[src/rtl/pgma_pkg.sv]
// Shared types and constants for the pixel gradient magnitude / angle block.
// No dependencies; used by every module of the block.
package pgma_pkg;

	localparam int CORDIC_STEPS = 16;
	localparam int SQRT_STEPS   = 14;
	localparam int QDEPTH       = 4;

	// 180 degrees in 1/16 degree, and the same scaled by 2^16
	localparam logic signed [12:0] HALF_TURN_16 = 13'sd2880;
	localparam logic signed [30:0] HALF_TURN_Z  = 31'sd188743680;

	// atan(2^-i) in units of 2^-16 of 1/16 degree
	localparam logic [26:0] ARC_TABLE [CORDIC_STEPS] = '{
		27'd47185920, 27'd27855475, 27'd14718068, 27'd7471121,
		27'd3750058,  27'd1876857,  27'd938658,   27'd469357,
		27'd234682,   27'd117342,   27'd58671,    27'd29335,
		27'd14668,    27'd7334,     27'd3667,     27'd1833
	};

	// one classified item: central differences plus position
	typedef struct packed {
		logic signed [8:0] gx;
		logic signed [8:0] gy;
		logic [11:0]       row;
		logic [9:0]        column;
		logic              last;
	} grad_t;

endpackage

[src/rtl/pgma_queue.sv]
// Short FIFO between the front end and the arithmetic back end.
// Depends on pgma_pkg for the item type and depth.
module pgma_queue (
	input  logic            clk,
	input  logic            arst_n,
	input  logic            push,
	input  pgma_pkg::grad_t push_item,
	output logic            full,
	input  logic            pop,
	output logic            empty,
	output pgma_pkg::grad_t head
);
	localparam int AW = $clog2(pgma_pkg::QDEPTH);

	pgma_pkg::grad_t slots_q [pgma_pkg::QDEPTH];
	logic [AW-1:0]   wr_q, rd_q;
	logic [AW:0]     count_q;

	assign full  = count_q == (AW+1)'(pgma_pkg::QDEPTH);
	assign empty = count_q == '0;
	assign head  = slots_q[rd_q];

	always_ff @(posedge clk) begin
		if (push)
			slots_q[wr_q] <= push_item;
	end

	always_ff @(posedge clk or negedge arst_n) begin
		if (!arst_n) begin
			wr_q    <= '0;
			rd_q    <= '0;
			count_q <= '0;
		end else begin
			if (push)
				wr_q <= wr_q + AW'(1);
			if (pop)
				rd_q <= rd_q + AW'(1);
			if (push && !pop)
				count_q <= count_q + (AW+1)'(1);
			else if (pop && !push)
				count_q <= count_q - (AW+1)'(1);
		end
	end

	a_no_overflow: assert property (@(posedge clk) disable iff (!arst_n)
		full |-> !push) else $error("queue written while full");
	a_no_underflow: assert property (@(posedge clk) disable iff (!arst_n)
		empty |-> !pop) else $error("queue read while empty");
	a_count_bound: assert property (@(posedge clk) disable iff (!arst_n)
		count_q <= (AW+1)'(pgma_pkg::QDEPTH)) else $error("queue count out of range");

endmodule

[config.mk]
export PLATFORM = sky130hd
export DESIGN_NAME = pgma_queue
export DESIGN_NICKNAME = d
export VERILOG_FILES = /design/src/rtl/pgma_pkg.sv /design/src/rtl/pgma_queue.sv
export SDC_FILE = /design/constraint.sdc
export NUM_CORES = 1
export LEC_CHECK = 0
export BUFFER_PORTS_ARGS = -buffer_cell sky130_fd_sc_hd__buf_2
export CAP_MARGIN = 5
export CORE_MARGIN = 2
export CORE_UTILIZATION = 37
export DETAILED_ROUTE_END_ITERATION = 10
export PLACE_DENSITY = 0.66
export SYNTH_ARGS = -nofsm -noshare
export SYNTH_HDL_FRONTEND = slang
export SYNTH_SLANG_ARGS = --single-unit
[constraint.sdc]
create_clock -name clk -period 6 [get_ports clk]
set_clock_uncertainty 0.2 [all_clocks]
set_input_delay 0.6 -clock clk [delete_from_list [all_inputs] [get_ports clk]]
set_output_delay 0.6 -clock clk [all_outputs]
set_load 0.1 [all_outputs]
# Word-level counts from Yosys, hierarchy flattened
# Memory sizes are Yosys's and may differ from the RTL's.
# Cells that the tools add are included.
# totals
wordCells	19
ram_bits	164
out_inout_bits	43
n_memories	1
in_bits	45
reg_bits	7
# mem_list
memory	words	width	rd	rd_clocked_by_memory_dff	wr	line	text
slots_q	4	41	1	0	1	pgma_queue.sv:15	pgma_pkg::grad_t slots_q [pgma_pkg::QDEPTH];
# classes
addsub	4
n_eq_ne	1
reduce_logical	6
n_mux	4
# op_table
operator	n
two-way mux 3 bit	2
adder 2 x 1 -> 2 bit, second input constant	2
adder 3 x 1 -> 3 bit, second input constant	1
== test 3 bit, second input constant	1
zero test 3 bit	1
subtractor 3 x 1 -> 3 bit, second input constant	1
logical AND 1 bit	2
zero test 1 bit	2
two-way mux 1 bit	2
nonzero test 2 bit	1

# Logic depth before layout (Yosys ltp)
# logic_depth
depth_word	4
ltp_mapped	7
depth_no_buf	7

# Worst setup path after synthesis
# No wires, ideal clock.
# synth_path
kind	register -> output
from	reg count_q[0]
to	out full
slack_ns	2.547
arrival_time_ns	2.653
stages_incl_launch_ff	2
path_buffers	0
required_ns	5.200
path_cell_list	dfrtp_1 > nor3b_1
# synth_between
elab_chain_len	1
# synth_rtl
element	line	text
start, declared	pgma_queue.sv:17	logic [AW:0] count_q;
start signal, assigned	pgma_queue.sv:39	count_q <= count_q + (AW+1)'(1);
start signal, assigned	pgma_queue.sv:41	count_q <= count_q - (AW+1)'(1);
== test 3 bit	pgma_queue.sv:19	assign full = count_q == (AW+1)'(pgma_pkg::QDEPTH);
end, declared	pgma_queue.sv:8	output logic full,
# No other way between the ends.

==> flow_metrics.env <==
export IMPL_status="completed"
export IMPL_r2r_cells=4
export IMPL_cts_resized=0
export IMPL_post_route_period_util_pct=53.4
export IMPL_report_final_slew_viol_count=0
export IMPL_syn2layout_area_growth_pct=20.0
export IMPL_holdPathStages=1
export IMPL_h_tree_depth=4
export IMPL_routedWlPerCell_um=18.5
export IMPL_final_cell_mix="164 x edfxtp_1, 87 x buf_2, 38 x mux4_2"
export IMPL_setup_viol=0
export IMPL_clock_path_buffers=2
export IMPL_vias_per_cell=4.82
export IMPL_synth_cells=249
export IMPL_startpoint_type="register"
export IMPL_place_congestion=0.655
export IMPL_die_x_um=135
export IMPL_port_buffers=87
export IMPL_rsz0062_at_grt="no"
export IMPL_n_fill_cell=1427
export IMPL_tns_ns=0
export IMPL_fmaxAchievable_ghz=0.312
export IMPL_die_y_um=135
export IMPL_grt_first_pass_wirelength_mm=16.7
export IMPL_core_area_um2=16700
export IMPL_cp_end_kind="primary output"
export IMPL_first_iter_violations=215
export IMPL_cts_tree="done"
export IMPL_holdWs_ns=0.198
export IMPL_start_util_pct=38.1
export IMPL_root_buffer="clkbuf_16"
export IMPL_post_cts_setup_buffers=0
export IMPL_avgSynthCellArea_um2=25.6
export IMPL_worstPathMaxFanout=43
export IMPL_rows=47
export IMPL_wirelength_mm=10.7
export IMPL_hold_viol_final=0
export IMPL_critPathSlowestCell="dfrtp_4"
export IMPL_ys_warn_count=0
export IMPL_place_hpwl_mm=6.30
export IMPL_synth_seq_cells=171
export IMPL_track_usage_pct=12.7
export IMPL_firstDrtPassIters=4
export IMPL_cts_sinks=171
export IMPL_ys_seq_area_share_pct=80.1
export IMPL_synth_cell_type_count=20
export IMPL_cp_required_ns=5.20
export IMPL_grt_pass1_vias=3043
export IMPL_drc=0
export IMPL_crit_chain="mux4_1, buf_2"
export IMPL_hold_path_class="input pin to register"
export IMPL_grt_overflow=0
export IMPL_netlist_area_um2=6360
export IMPL_cts_made_buffers=17
export IMPL_pin_count=88
export IMPL_clk_pin_slew_ns=0.06
export IMPL_final_common_cell="edfxtp_1"
export IMPL_grt_max_degree=44
export IMPL_antenna_found_initial=0
export IMPL_fin_nets=401
export IMPL_die_area_um2=18300
export IMPL_antenna_cells=0
export IMPL_critical_path_class="register to primary output"
export IMPL_max_stage_delay_ns=1.00
export IMPL_worst_pin_slew_ns=1.16
export IMPL_synthesis_nets=300
export IMPL_min_period_ns=3.21
export IMPL_drive_above_1_share_pct=45.7
export IMPL_worstPathArrival_ns=2.41
export IMPL_clock_latency_ns=0.41
export IMPL_drv_cap=0
export IMPL_dr_total_vias=2803
export IMPL_relSlewSlack_pct=23.0
export IMPL_postRouteAntennaNets=0
-- registers in the layout, indices dropped and copies added, names as in the netlist --
| name | count |
|---|---|
| count_q | 3 |
| wr_q | 2 |
| rd_q | 2 |
| slots_q | 164 |
-- area by class of cell --
cell class / count / area [um2] / share of cell area, %
clock buffers: 18 / 429 / 5.62
clock inverters: 12 / 198 / 2.59
inverters: 4 / 15.0 / 0.197
multi-input cells: 64 / 1140 / 14.9
flip-flops and latches: 171 / 5100 / 66.8
well taps: 220 / 275 / 3.60
repair buffers: 92 / 475 / 6.23
-- per-layer routing --
| layer | track usage (%) | up-vias | wire length, um |
|---|---|---|---|
| li1 | - | 1247 | - |
| met1 | 16.1 | 1484 | 4700 |
| met2 | 20.3 | 65 | 5390 |
| met3 | 4.56 | 7 | 526 |
| met4 | 4.34 | 0 | 102 |
| met5 | 0 | - | 0 |
-- cell usage after synthesis --
cell type	n	area share, %
nor2_1	1	0.059
nand2_1	2	0.12
fa_1	1	0.31
mux2_2	1	0.18
xor2_1	4	0.55
buf_2	4	0.31
ha_1	5	0.98
clkbuf_1	1	0.059
nor3b_1	1	0.12
buf_12	4	1.3
mux4_2	38	13
inv_1	4	0.24
xnor2_1	2	0.28
mux4_1	3	1.2
o21ai_0	1	0.079
buf_6	1	0.18
nor3_1	1	0.079
edfxtp_1	164	77
dfrtp_1	7	2.8
and2_1	4	0.39
-- critical path, delay by kind of cell (launching register included) --
family | cells | cell delay (ns)
mux | 1 | 0.65
flops | 1 | 1.00
buf+inv | 1 | 0.31
-- through the flow --
| step | cell area (um2) | util, % | setup slack (ns) | cells |
|---|---|---|---|---|
| global route | 7640 | 45.7 | 2.62 | 581 |
| detailed placement | 7000 | 41.9 | 3.16 | 550 |
| CTS | 7640 | 45.7 | 2.71 | 581 |
| finish | 7640 | 45.7 | 2.79 | 581 |
| floorplan | 6360 | - | 2.55 | 249 |
| global placement | 7000 | 41.9 | 3.17 | 550 |
-- kinds of logic after synthesis --
family | count (synthesis) | share of synthesized area [%]
mux | 42 | 14.9
buf+inv | 14 | 2.04
flops | 171 | 80.1
compound gates | 1 | 0.0786
xor+xnor | 6 | 0.826
simple gates | 9 | 0.767
fa+ha+maj | 6 | 1.30
-- what timing repair did --
| action | CTS | global route |
|---|---|---|
| hold endpoints to repair | 7 | 0 |
| hold buffers | 1 | 0 |
| endpoints found under the setup margin | 0 | 0 |
-- worst paths after layout --
| path | start | to | slack, ns |
|---|---|---|---|
| max | rd_q[0] | head[36] | 2.79 |
| min | push_item[28] | slots_q[2][28] | 0.20 |
| max reg2reg | wr_q[0] | slots_q[2][21] | 3.88 |
| min reg2reg | count_q[2] | count_q[2] | 0.30 |
| max in group asynchronous | arst_n | rd_q[0] | 5.08 |
| min in group asynchronous | arst_n | count_q[1] | 0.34 |
Power is not shown: default switching activity piles up to over one toggle a cycle in this logic, so the estimate is an artifact.
