`config.mk`:
```
export PLATFORM = sky130hd
export DESIGN_NAME = pgma_back
export DESIGN_NICKNAME = d
export VERILOG_FILES = /design/src/rtl/pgma_pkg.sv /design/src/rtl/pgma_back.sv
export SDC_FILE = /design/constraint.sdc
export NUM_CORES = 2
export LEC_CHECK = 0
export CAP_MARGIN = 10
export CELL_PAD_IN_SITES_DETAIL_PLACEMENT = 2
export CELL_PAD_IN_SITES_GLOBAL_PLACEMENT = 2
export CORE_ASPECT_RATIO = 0.5
export CORE_MARGIN = 5
export CORE_UTILIZATION = 45
export CTS_CLUSTER_SIZE = 12
export DETAILED_ROUTE_END_ITERATION = 10
export DONT_BUFFER_PORTS = 1
export PLACE_DENSITY = 0.9
export SLEW_MARGIN = 10
export SYNTH_ARGS = -nofsm -noshare
export SYNTH_HDL_FRONTEND = slang
export SYNTH_SLANG_ARGS = --single-unit
```
`constraint.sdc`:
```
create_clock -name clk -period 30.7 [get_ports clk]
set_clock_uncertainty 0.15 [all_clocks]
set_input_delay 3.07 -clock clk [delete_from_list [all_inputs] [get_ports clk]]
set_output_delay 3.07 -clock clk [all_outputs]
set_load 0.01 [all_outputs]
```
`src/rtl/pgma_pkg.sv`:
```
// Shared types and constants for the pixel gradient magnitude / angle block.
// No dependencies; used by every module of the block.
package pgma_pkg;

	localparam int CORDIC_STEPS = 16;
	localparam int SQRT_STEPS   = 14;
	localparam int QDEPTH       = 4;

	// 180 degrees in 1/16 degree, and the same scaled by 2^16
	localparam logic signed [12:0] HALF_TURN_16 = 13'sd2880;
	localparam logic signed [30:0] HALF_TURN_Z  = 31'sd188743680;

	// atan(2^-i) in units of 2^-16 of 1/16 degree
	localparam logic [26:0] ARC_TABLE [CORDIC_STEPS] = '{
		27'd47185920, 27'd27855475, 27'd14718068, 27'd7471121,
		27'd3750058,  27'd1876857,  27'd938658,   27'd469357,
		27'd234682,   27'd117342,   27'd58671,    27'd29335,
		27'd14668,    27'd7334,     27'd3667,     27'd1833
	};

	// one classified item: central differences plus position
	typedef struct packed {
		logic signed [8:0] gx;
		logic signed [8:0] gy;
		logic [11:0]       row;
		logic [9:0]        column;
		logic              last;
	} grad_t;

endpackage

```
`src/rtl/pgma_back.sv`:
```
// Back end: pipelined integer square root and CORDIC vectoring, output register.
// Depends on pgma_pkg for the item type and the arctangent table.
module pgma_back (
	input  logic            clk,
	input  logic            arst_n,
	input  logic            q_empty,
	input  pgma_pkg::grad_t q_head,
	output logic            q_pop,
	output logic            m_tvalid,
	input  logic            m_tready,
	output logic [47:0]     m_tdata,
	output logic            m_tlast
);
	localparam int NS = pgma_pkg::CORDIC_STEPS;

	logic                en;
	logic [NS:0]         vld_q;
	logic signed [26:0]  x_q [NS+1];
	logic signed [26:0]  y_q [NS+1];
	logic signed [30:0]  z_q [NS+1];
	logic [27:0]         v_q [NS+1];
	logic [15:0]         rem_q [NS+1];
	logic [13:0]         root_q [NS+1];
	logic [NS:0]         zero_q;
	pgma_pkg::grad_t     pos_q [NS+1];

	logic signed [8:0]   gx_a, gy_a;
	logic                neg;
	logic [16:0]         sq;
	logic signed [30:0]  z_round;
	logic signed [30:0]  z_sh;
	logic [14:0]         root_inc;

	assign en    = !m_tvalid || m_tready;
	assign q_pop = en && !q_empty;

	// stage 0: fold the left half plane, square sum for the root
	always_comb begin
		neg  = q_head.gx < 0;
		gx_a = neg ? -q_head.gx : q_head.gx;
		gy_a = neg ? -q_head.gy : q_head.gy;
		sq   = 17'(18'(q_head.gx) * 18'(q_head.gx)) +
			17'(18'(q_head.gy) * 18'(q_head.gy));
	end

	always_ff @(posedge clk) begin
		if (en) begin
			x_q[0]    <= {{2{gx_a[8]}}, gx_a, 16'h0000};
			y_q[0]    <= {{2{gy_a[8]}}, gy_a, 16'h0000};
			if (!neg)
				z_q[0] <= '0;
			else if (q_head.gy >= 0)
				z_q[0] <= pgma_pkg::HALF_TURN_Z;
			else
				z_q[0] <= -pgma_pkg::HALF_TURN_Z;
			v_q[0]    <= {1'b0, sq, 10'h000};
			rem_q[0]  <= '0;
			root_q[0] <= '0;
			zero_q[0] <= (q_head.gx == 0) && (q_head.gy == 0);
			pos_q[0]  <= q_head;
		end
	end

	for (genvar i = 0; i < NS; i++) begin : g_step
		logic signed [26:0] xs, ys;
		logic signed [30:0] arc;
		logic [17:0]        t;
		logic [15:0]        trial;
		always_comb begin
			xs    = x_q[i] >>> i;
			ys    = y_q[i] >>> i;
			arc   = 31'(pgma_pkg::ARC_TABLE[i]);
			t     = {rem_q[i], v_q[i][27:26]};
			trial = {root_q[i], 2'b01};
		end
		always_ff @(posedge clk) begin
			if (en) begin
				if (y_q[i] >= 0) begin
					x_q[i+1] <= x_q[i] + ys;
					y_q[i+1] <= y_q[i] - xs;
					z_q[i+1] <= z_q[i] + arc;
				end else begin
					x_q[i+1] <= x_q[i] - ys;
					y_q[i+1] <= y_q[i] + xs;
					z_q[i+1] <= z_q[i] - arc;
				end
				if (i < pgma_pkg::SQRT_STEPS) begin
					v_q[i+1] <= {v_q[i][25:0], 2'b00};
					if (t >= {2'b00, trial}) begin
						rem_q[i+1]  <= 16'(t - {2'b00, trial});
						root_q[i+1] <= {root_q[i][12:0], 1'b1};
					end else begin
						rem_q[i+1]  <= t[15:0];
						root_q[i+1] <= {root_q[i][12:0], 1'b0};
					end
				end else begin
					v_q[i+1]    <= v_q[i];
					rem_q[i+1]  <= rem_q[i];
					root_q[i+1] <= root_q[i];
				end
				zero_q[i+1] <= zero_q[i];
				pos_q[i+1]  <= pos_q[i];
			end
		end
	end

	// output stage: round the angle half up, clamp, zero it for a zero gradient, halve the root
	always_comb begin
		z_round  = z_q[NS] + 31'sd32768;
		z_sh     = z_round >>> 16;
		root_inc = {1'b0, root_q[NS]} + 15'd1;
	end

	always_ff @(posedge clk) begin
		if (en) begin
			m_tdata[11:0]  <= pos_q[NS].row;
			m_tdata[21:12] <= pos_q[NS].column;
			m_tdata[34:22] <= root_inc[13:1];
			if (zero_q[NS])
				m_tdata[47:35] <= '0;
			else if (z_sh > 31'(pgma_pkg::HALF_TURN_16))
				m_tdata[47:35] <= pgma_pkg::HALF_TURN_16;
			else if (z_sh < -31'(pgma_pkg::HALF_TURN_16))
				m_tdata[47:35] <= -pgma_pkg::HALF_TURN_16;
			else
				m_tdata[47:35] <= z_sh[12:0];
			m_tlast <= pos_q[NS].last;
		end
	end

	always_ff @(posedge clk or negedge arst_n) begin
		if (!arst_n) begin
			vld_q    <= '0;
			m_tvalid <= 1'b0;
		end else if (en) begin
			vld_q    <= {vld_q[NS-1:0], q_pop};
			m_tvalid <= vld_q[NS];
		end
	end

endmodule
```
[Word-level counts from Yosys, hierarchy flattened]
Memories as Yosys holds them, arrays and structs flattened. A register that Yosys moved wholly into a read port is not among the register bits.
Cells that the tools add are included.
Operators by class
  $lt $le $gt $ge: 34
  reductions and logical operators: 9
  multiplexer cells: 275
  multipliers: 2
  add/subtract/negate cells: 114
  bitwise logic cells: 78
Operator list (number)
  $mux W27: 32
  $mux W31: 18
  $ge A27 B1 Y1 const B: 16
  $ge A18 B16 Y1: 14
  $mux W16: 14
  $sub A16 B16 Y16: 14
  $mux W14: 14
  $mux W1: 193
  $or A1 B1 Y1: 78
  $logic_not A32 Y1: 2
  $add A31 B17 Y31 const B: 2
  $add A27 B12 Y27: 2
  $add A27 B13 Y27: 2
  $add A27 B14 Y27: 2
  $add A27 B15 Y27: 2
  $add A27 B16 Y27: 2
  $add A27 B17 Y27: 2
  $add A27 B18 Y27: 2
  $add A27 B19 Y27: 2
  $add A27 B20 Y27: 2
  $add A27 B21 Y27: 2
  $add A27 B22 Y27: 2
  $add A27 B23 Y27: 2
  $add A27 B24 Y27: 2
  other kinds (66): 89
Storage, ports and cells
  RAM bits: 3128
  memories kept: 7
  output and inout bits: 51
  word-level logic and storage cells: 542
  flip-flop bits (word level): 83
  input port bits: 45
Memories
  pos_q: depth 17, width 41, rd ports 17, clocked after Yosys merged registers in 1, write ports 17, RTL line pgma_back.sv:25  | pgma_pkg::grad_t pos_q [NS+1];
  z_q: depth 17, width 31, rd ports 17, clocked after Yosys merged registers in 0, write ports 17, RTL line pgma_back.sv:20  | logic signed [30:0] z_q [NS+1];
  v_q: depth 17, width 28, rd ports 16, clocked after Yosys merged registers in 0, write ports 17, RTL line pgma_back.sv:21  | logic [27:0] v_q [NS+1];
  x_q: depth 17, width 27, rd ports 16, clocked after Yosys merged registers in 0, write ports 17, RTL line pgma_back.sv:18  | logic signed [26:0] x_q [NS+1];
  y_q: depth 17, width 27, rd ports 16, clocked after Yosys merged registers in 0, write ports 17, RTL line pgma_back.sv:19  | logic signed [26:0] y_q [NS+1];
  rem_q: depth 17, width 16, rd ports 16, clocked after Yosys merged registers in 0, write ports 17, RTL line pgma_back.sv:22  | logic [15:0] rem_q [NS+1];
  +1 memories

[Longest topological paths before layout]
  depth after elaboration: 7
  depth in mapped cells: 28
  depth with buffers taken out: 27

[Worst setup path after synthesis]
Ideal clock, no wire load.
  path type: input to register
  start point: input port m_tready
  end point: memory rem_q[6][4] (netlist: rem_q[0][100]) (enable)
  setup slack: 2.229 ns
  data required time: 29.024 ns
  stages: 6
  buffers on the path: 4
  arrival: 26.795 ns
  library setup time: 1.526 ns
  cells stage by stage: nor2b_1 buf_2 buf_1 clkbuf_1 buf_1 inv_1
RTL lines
  from (decl): RTL line pgma_back.sv:10  | input logic m_tready,
  to (decl): RTL line pgma_back.sv:22

==> results_dict.tcl <==
set metrics [dict create \
    status "complete, but fails checks" \
    violations "max-capacitance violations, max-slew violations" \
    max_stage_delay_ns 1.44 \
    netlist_area_mm2 0.1254 \
    synthTopCellsByArea "edfxtp_1 46%, ha_1 12%, xnor2_1 6.8%" \
    grt_overflow 0 \
    postCtsSetupBuffers 0 \
    endpoint_kind "register" \
    maxSlewHeadroom_pct -37.22 \
    start_util_pct 45.10 \
    timing.final.hold_violations 0 \
    grtUsageTotal_pct 33.75 \
    synth_most_common_cell "edfxtp_1" \
    clk_path_buf_depth 4 \
    critPathRequiredTime_ns 31.09 \
    yosysSeqAreaShare_pct 46.46 \
    cts_hold_buf 0 \
    grt_pass1_vias 112158 \
    grt_max_degree 202 \
    rsz0062_at_grt "false" \
    port_buffers 0 \
    fin_setup_tns_ns 0 \
    num_io_pins 96 \
    yosys.area.top_type "edfxtp_1" \
    cts_made_buffers 202 \
    die-area_mm2 0.2900 \
    max_freq_mhz 96.13 \
    synth.net_count 12824 \
    startpoint_type "input port" \
    path_max_fanout 47 \
    synth_cell_types 98 \
    synth-edff-count 1925 \
    gp_congestion 0.8996 \
    viasPerCell 6.819 \
    clk_root_buffer_cell "clkbuf_16" \
    syn_avg_cell_area_um2 11.03 \
    tritoncts "built" \
    ys_warn_count 0 \
    final_nets 12935 \
    synthToLayoutAreaGrowth_pct 8.427 \
    fill_cells 27686 \
    drt_iter0_drc 11738 \
    num_vias 104728 \
    setup_violations 0 \
    period_minus_slack_ns 10.40 \
    place_hpwl_um 322600 \
    drc 0 \
    syn_inst 11367 \
    synth_commonest_cells "1925 x edfxtp_1, 1238 x ha_1, 974 x xnor2_1" \
    die_h_um 383.3 \
    cts.reportedPaths.clkPinSlew_ns 0.09 \
    layoutNonFillerInstCount 15359 \
    cts.htree.levels 4 \
    crit_path_frequent_cell "buf_4" \
    ant_nets 0 \
    synthArstFlopShare_pct 0.9264 \
    die_w_um 756.5 \
    clk_latency_ns 0.99 \
    slew_viol_final 19 \
    routedWlPerCell_um 35.73 \
    regArea_mm2 0.05826 \
    cts.sinks 1943 \
    arrival_ns 10.79 \
    place_inst 15023 \
    max_cap_viol_count 8 \
    worstPathCellList "nor2b_4 > inv_8 > buf_4 > nand2_1 > buf_4 > inv_1 > buf_4 > a21oi_1 > xnor2_1 > ha_1 > a21oi_1 > nor3b_1 > o2111ai_1 > nand2_1 > nor2_1 > xor2_1" \
    cts_resized 0 \
    grt_pass1_wl_um 750000 \
    post-route-period-util_pct 33.89 \
    first_pass_iters 6 \
    synth_top_area_share_pct 46.10 \
    drive_gt1_share_pct 3.820 \
    path_class "in2reg" \
    core-area_mm2 0.2780 \
    multiInputGateArea_mm2 0.06417 \
    rr_worst_depth 15 \
    antenna_found_initial 61 \
    tightest_slew_ns 2.044 \
    wirelength_um 548800 \
    num_rows 137 \
    cpMaxStageDelayCell "xor2_1" \
    synth_flop_cell "edfxtp_1" \
    ys_ff_latch 1943 \
    hold_depth 0 \
    hold_path_class "reg2reg" \
]
routing by layer:
layer,vias to the layer above,global-route usage (%),routed length [µm]
met5,-,0,320
met4,36,22.61,52410
met3,3297,7.313,43010
met2,6850,60.67,266400
met1,52521,35.49,186600
li1,42024,-,-
flip-flops by register name, indices dropped and copies added (netlist names):
register  cells
z_q         430
pos_q       393
y_q         323
x_q         308
rem_q       183
root_q      133
v_q          89
m_tdata      48
vld_q        17
zero_q       17
m_tlast       1
m_tvalid      1
area by class of cell:
type | instances | share of cell area (%)
timing repair buffer | 60 | 0.3975
clock inverter | 50 | 0.3396
sequential | 1943 | 42.85
inverter | 661 | 1.836
clock buffer | 246 | 3.861
tap | 3753 | 3.454
antenna | 36 | 0.06626
multi-input combinational | 8610 | 47.20
placed cells by master (no fill, tap or decap), types with 202 or more instances in the layout:
cell,n
inv_1,649
a21o_1,379
a21oi_1,905
nor2_1,841
xnor2_1,966
nand3_1,208
xor2_1,453
clkbuf_16,202
edfxtp_1,1925
nand2_1,711
o21ai_0,524
nor3_1,251
ha_1,1238
worst max-delay path, delay by kind of cell:
kind,cells,cell delay [ns]
AOI/OAI and AO/OA,3,1.13
xor gates and xnor gates,2,2.26
adders and majority gates,1,0.46
buffers and inverters,5,2.00
and+or+nand+nor,5,1.73
path summary, 6_finish.rpt:
| check | startpoint | end | slack, ns |
|---|---|---|---|
| setup / recovery | m_tready | x_q[6][18]$_DFFE_PP_ | 20.30 |
| hold / removal | pos_q[16][0]$_DFFE_PN_ | m_tlast$_DFFE_PN_ | 0.26 |
| setup reg to reg | x_q[5][6]$_DFFE_PP_ | x_q[6][18]$_DFFE_PP_ | 21.76 |
| hold reg to reg | pos_q[16][0]$_DFFE_PN_ | m_tlast$_DFFE_PN_ | 0.26 |
| max in group asynchronous | arst_n | vld_q[9]$_DFFE_PN0N_ | 28.64 |
| min in group asynchronous | arst_n | vld_q[0]$_DFFE_PN0N_ | 1.68 |
per-stage QoR:
stage / utilization, % / hold slack (ns) / cell area (µm²) / setup WS [ns]
after floorplan: - / 0.2503 / 125400 / 2.229
after global placement: 46.77 / 0.2502 / 130000 / 21.27
after detailed placement: 46.77 / 0.2551 / 130000 / 20.99
after CTS: 48.82 / 0.2563 / 135700 / 21.88
after global routing: 48.88 / 0.2520 / 135900 / 20.64
final: 48.90 / 0.2556 / 136000 / 20.30
logic make-up after synthesis:
| family | count (synthesis) | synth area share, % |
|---|---|---|
| AOI/OAI and AO/OA | 2836 | 14.44 |
| buffers and inverters | 814 | 2.450 |
| muxes | 64 | 0.5368 |
| DFF | 1943 | 46.46 |
| xor gates and xnor gates | 1429 | 9.996 |
| and+or+nand+nor | 2869 | 10.99 |
| adders and majority gates | 1412 | 15.13 |
Power is left out: the tool's default activity adds up to more than one toggle a clock period on the data nets, which glitch-free logic cannot reach.
